===== src/rtl/rc4sc_pkg.sv =====
`timescale 1ns / 1ps
// ----------------------------------------------------------------------------
// RC4 stream cipher package
// Sequencer states, permutation memory request type and fixed sizes.
// ----------------------------------------------------------------------------
package rc4sc_pkg;

  localparam int PERM_DEPTH = 256;
  localparam int PERM_AW    = 8;

  typedef enum logic [3:0] {
    S_IDLE,
    S_K_RD,
    S_K_MIX,
    S_K_WR_R,
    S_K_WR_M,
    S_D_RD_I,
    S_D_RD_J,
    S_D_SWAP,
    S_D_OUT
  } seq_state_t;

  // One write port, one read port and a clear that returns the memory to identity.
  typedef struct packed {
    logic               clear;
    logic               we;
    logic [PERM_AW-1:0] waddr;
    logic [7:0]         wdata;
    logic [PERM_AW-1:0] raddr;
  } perm_req_t;

endpackage


===== src/rtl/rc4sc_perm_ram.sv =====
`timescale 1ns / 1ps
// ----------------------------------------------------------------------------
// RC4 permutation memory
// 256 x 8 memory with registered read. Per-entry valid bits make an entry
// that was not written since the last clear read as its own address, so the
// identity permutation is restored by a clear or a reset.
// ----------------------------------------------------------------------------
module rc4sc_perm_ram import rc4sc_pkg::*; (
  input  logic               clk,
  input  logic               rst,
  input  perm_req_t          req,
  output logic [7:0]         rd_data
);

  logic [7:0]            mem [PERM_DEPTH];
  logic [PERM_DEPTH-1:0] vld;
  logic [7:0]            rd_word;
  logic                  rd_vld;
  logic [PERM_AW-1:0]    rd_addr;

  always_ff @(posedge clk) begin
    if (req.we) begin
      mem[req.waddr] <= req.wdata;
    end
    rd_word <= mem[req.raddr];
    rd_addr <= req.raddr;
  end

  always_ff @(posedge clk) begin
    if (rst || req.clear) begin
      vld    <= '0;
      rd_vld <= 1'b0;
    end else begin
      if (req.we) begin
        vld[req.waddr] <= 1'b1;
      end
      rd_vld <= vld[req.raddr];
    end
  end

  assign rd_data = rd_vld ? rd_word : rd_addr;

endmodule


===== config.mk =====
export PLATFORM = sky130hd
export DESIGN_NAME = rc4sc_perm_ram
export DESIGN_NICKNAME = d
export VERILOG_FILES = /design/src/rtl/rc4sc_pkg.sv /design/src/rtl/rc4sc_perm_ram.sv
export SDC_FILE = /design/constraint.sdc
export NUM_CORES = 2
export LEC_CHECK = 0
export ABC_CLOCK_PERIOD_IN_PS = 3220
export BUFFER_PORTS_ARGS = -buffer_cell sky130_fd_sc_hd__buf_4
export CAP_MARGIN = 20
export CORE_ASPECT_RATIO = 1.2
export CORE_MARGIN = 5
export CORE_UTILIZATION = 40
export CTS_BUF_LIST = sky130_fd_sc_hd__clkbuf_8
export CTS_CLUSTER_DIAMETER = 80
export DETAILED_ROUTE_END_ITERATION = 12
export SYNTH_ARGS = -nofsm -noshare
export SYNTH_HDL_FRONTEND = slang
export SYNTH_SLANG_ARGS = --single-unit

===== constraint.sdc =====
create_clock -name clk -period 3.22 [get_ports clk]
set_input_delay 0.161 -clock clk [delete_from_list [all_inputs] [get_ports clk]]
set_output_delay 0.161 -clock clk [all_outputs]
set_load 0.01 [all_outputs]

==> results.cfg <==
[floorplan]
die_h_um = 526.6
start_util_pct = 40.23
die_x_um = 440.5
die-area_mm2 = 0.2319
core_mm2 = 0.2211
rows = 189
ios = 36

[cts]
cts_tree = yes
clk_latency_ps = 990
cts-buffers-inserted = 355
cts-root-buf = clkbuf_8
clock_path_buffers = 4
cts_max_level = 5
clkTransAtPathRegs_ps = 60
cts.sinks = 2321
postCtsResizedCells = 0

[synth]
synth_area_per_cell_um2 = 21.18
synth_top_family_by_area = multiplexers
synth_xor_xnor_area_share_pct = 0
synth.largest_area_cell = edfxtp_1
synth-edff-count = 2048
yosys_register_bits = 2321
syn-num-nets = 4227
muxShareOfSynthArea_pct = 17.83
yosysWarnings = 0
synth_cell_types = 50
synthArstFlopShare_pct = 0
syn_inst = 4199
synth_compound_area_share_pct = 3.002
synth_area_leaders = edfxtp_1 (69%), mux4_2 (17%), dfxtp_1 (6.1%), o21a_1 (2.0%), nor2_1 (1.3%)
synth_simple_gate_area_share_pct = 2.365
synthFlopType = edfxtp_1
synth_adder_area_share_pct = 0
syn_area_mm2 = 0.08895
seq_area_frac_synth_pct = 75.28
synth.top_cell.area_share_pct = 69.14

[worst_setup_path]
cp_slowest_cell = dlygate4sd3_1
cp.required_ps = 4090
critPathKind = input port to register
arrival_ps = 3900
cp-end-kind = register
crit_path_max_incr_delay_ps = 560
cp_cell_sequence = dlygate4sd3_1 > buf_8 > buf_12 > buf_12 > buf_12 > mux4_2 > nand2b_1 > a21oi_1 > and3_1 > nor4_1 > a41o_1 > dlygate4sd3_1
critPathMaxFanout = 15
crit_path_start_kind = input port
crit_path_frequent_cell = buf_12

[timing]
max_freq_mhz = 330.3
timing_hold_violations_final = 0
setup_viol = 0
slew_headroom_pct = 26.43
worstMarginPinSlew_ps = 1101
maxSlewViolCount = 0
period_needed_ps = 3027
fin_skew_ps = 107.3
period_share_pct = 94.02
rsz0062_at_grt = false
setup-tns-final_ps = 0

[route]
first_pass_iters = 6
wl_per_cell_um = 28.67
drt_iter0_markers = 4371
drtAntennaViolNets = 0
vias = 45190
drc = 0
drt_wl_total_um = 232200
viasPerCell = 5.580

[placed_design]
place_area_mm2 = 0.09585
place.gp.congestion = 0.8299
portBuffers = 35
dpl.hpwl_um = 147300

[layout]
fillCellCount = 18420
drive_gt1_share_pct = 31.69
layout.nets = 4869
final_area_mm2 = 0.1028
area_delta_synth_final_pct = 15.52

[power_and_ir_drop]
p_total_mw = 58.61
powerDensity_mw_per_mm2 = 570.3
leakage_nw = 33.45
peakVddDrop_uv = 380.5

[global_route]
grt_max_degree = 134
grt_pass1_wl_um = 335100
grt_use_total_pct = 19.87
grt_pass1_vias = 46480
grt-ovfl-total = 0
antenna_found_initial = 13

[hold_path]
min_path_type = input port to register

[job]
max_cap_violations = 0

[status]
outcome = finished clean
## Yosys cell counts (all sizes together) (11+ instances only)
library cell	n
a22oi	16
mux4	657
nand3	49
buf	134
clkbuf	121
mux2i	96
dfxtp	273
o21a	240
o22ai	47
nand2	69
o221ai	21
nor2b	12
edfxtp	2048
nor2	309
a21oi	11
## state kept, by name (all words and copies together), names as in the netlist
name     cells
mem       2048
vld        256
rd_addr      8
rd_vld       1
rd_word      8
## layer usage
layer,track usage (%),wire [um],up-vias
li1,-,-,18800
met2,34.15,119300,1779
met3,3.092,15000,391
met5,0,0,-
met4,7.110,8823,0
met1,25.73,89040,24230
## worst max-delay path: cells and delay by family
kind                   cells  cell delay [ps]
buffers and inverters      6             1900
AO/OA/AOI/OAI              2              680
AND/OR/NAND/NOR            3              590
multiplexers               1              510
## metrics by stage
stage / hold slack, ps / worst slack [ps] / util (%) / cells
floorplan: 188.7 / 840.1 / - / 4199
global placement: 440.4 / 265.9 / 43.35 / 7409
detailed placement: 447.7 / 274.7 / 43.35 / 7409
CTS: 28.82 / 263.8 / 46.46 / 8088
global route: 80.91 / 122.9 / 46.47 / 8094
finish: 126.8 / 192.5 / 46.47 / 8099
## power by group
| part | total [mW] | internal [mW] | switching [mW] |
|---|---|---|---|
| Clock | 22.7 | 11.4 | 11.4 |
| Combinational | 3.06 | 1.21 | 1.85 |
| Sequential | 32.8 | 32.8 | 0.0262 |
## kinds of logic (layout without fill, tap and decap cells)
logic type | after synthesis | after routing
multiplexers | 762 | 762
AO/OA/AOI/OAI | 363 | 363
flip-flops | 2321 | 2321
other | 0 | 11
AND/OR/NAND/NOR | 493 | 493
buffers and inverters | 260 | 1189
## cell type report
type	count	area, um^2	area share, %
Multi-Input combinational cell	1618	20650	20.09
Clock inverter	270	1371	1.335
Clock buffer	374	5147	5.009
Antenna cell	11	27.53	0.02679
Tap cell	2960	3704	3.604
Sequential cell	2321	66960	65.17
Timing Repair Buffer	541	4871	4.740
Inverter	4	25.02	0.02435
## path summary, 6_finish.rpt
kind | start | to | slack [ps] | depth (start not counted)
worst max-delay path | req[0] | rd_vld$_SDFF_PP0_ | 190 | 12
worst min-delay path | req[22] | mem[234][0]$_DFFE_PP_ | 130 | 5
worst max register to register | vld[39]$_SDFFE_PP0P_ | rd_vld$_SDFF_PP0_ | 350 | 8
worst min register to register | vld[80]$_SDFFE_PP0P_ | vld[80]$_SDFFE_PP0P_ | 460 | 1
## timing repair
action,4_1_cts,5_1_grt
endpoints found under the hold margin,1274,0
hold buffers,35,0
buffers inserted,0,0
## layout by cell type, fill, tap and decap left out, types with 16 or more instances in the layout
master and n:
edfxtp_1 2048, nor2_1 308, a22oi_1 16, clkbuf_8 378, nand3_1 49, dlygate4sd3_1 34, clkinv_1 84, clkinv_2 41
o21a_1 240, nand2_1 69, inv_1 119, mux2i_1 96, buf_12 52, dfxtp_1 273, mux4_2 657, o22ai_1 47
buf_4 444, o221ai_1 21
Note: power is estimated with default switching activity, not from simulation.
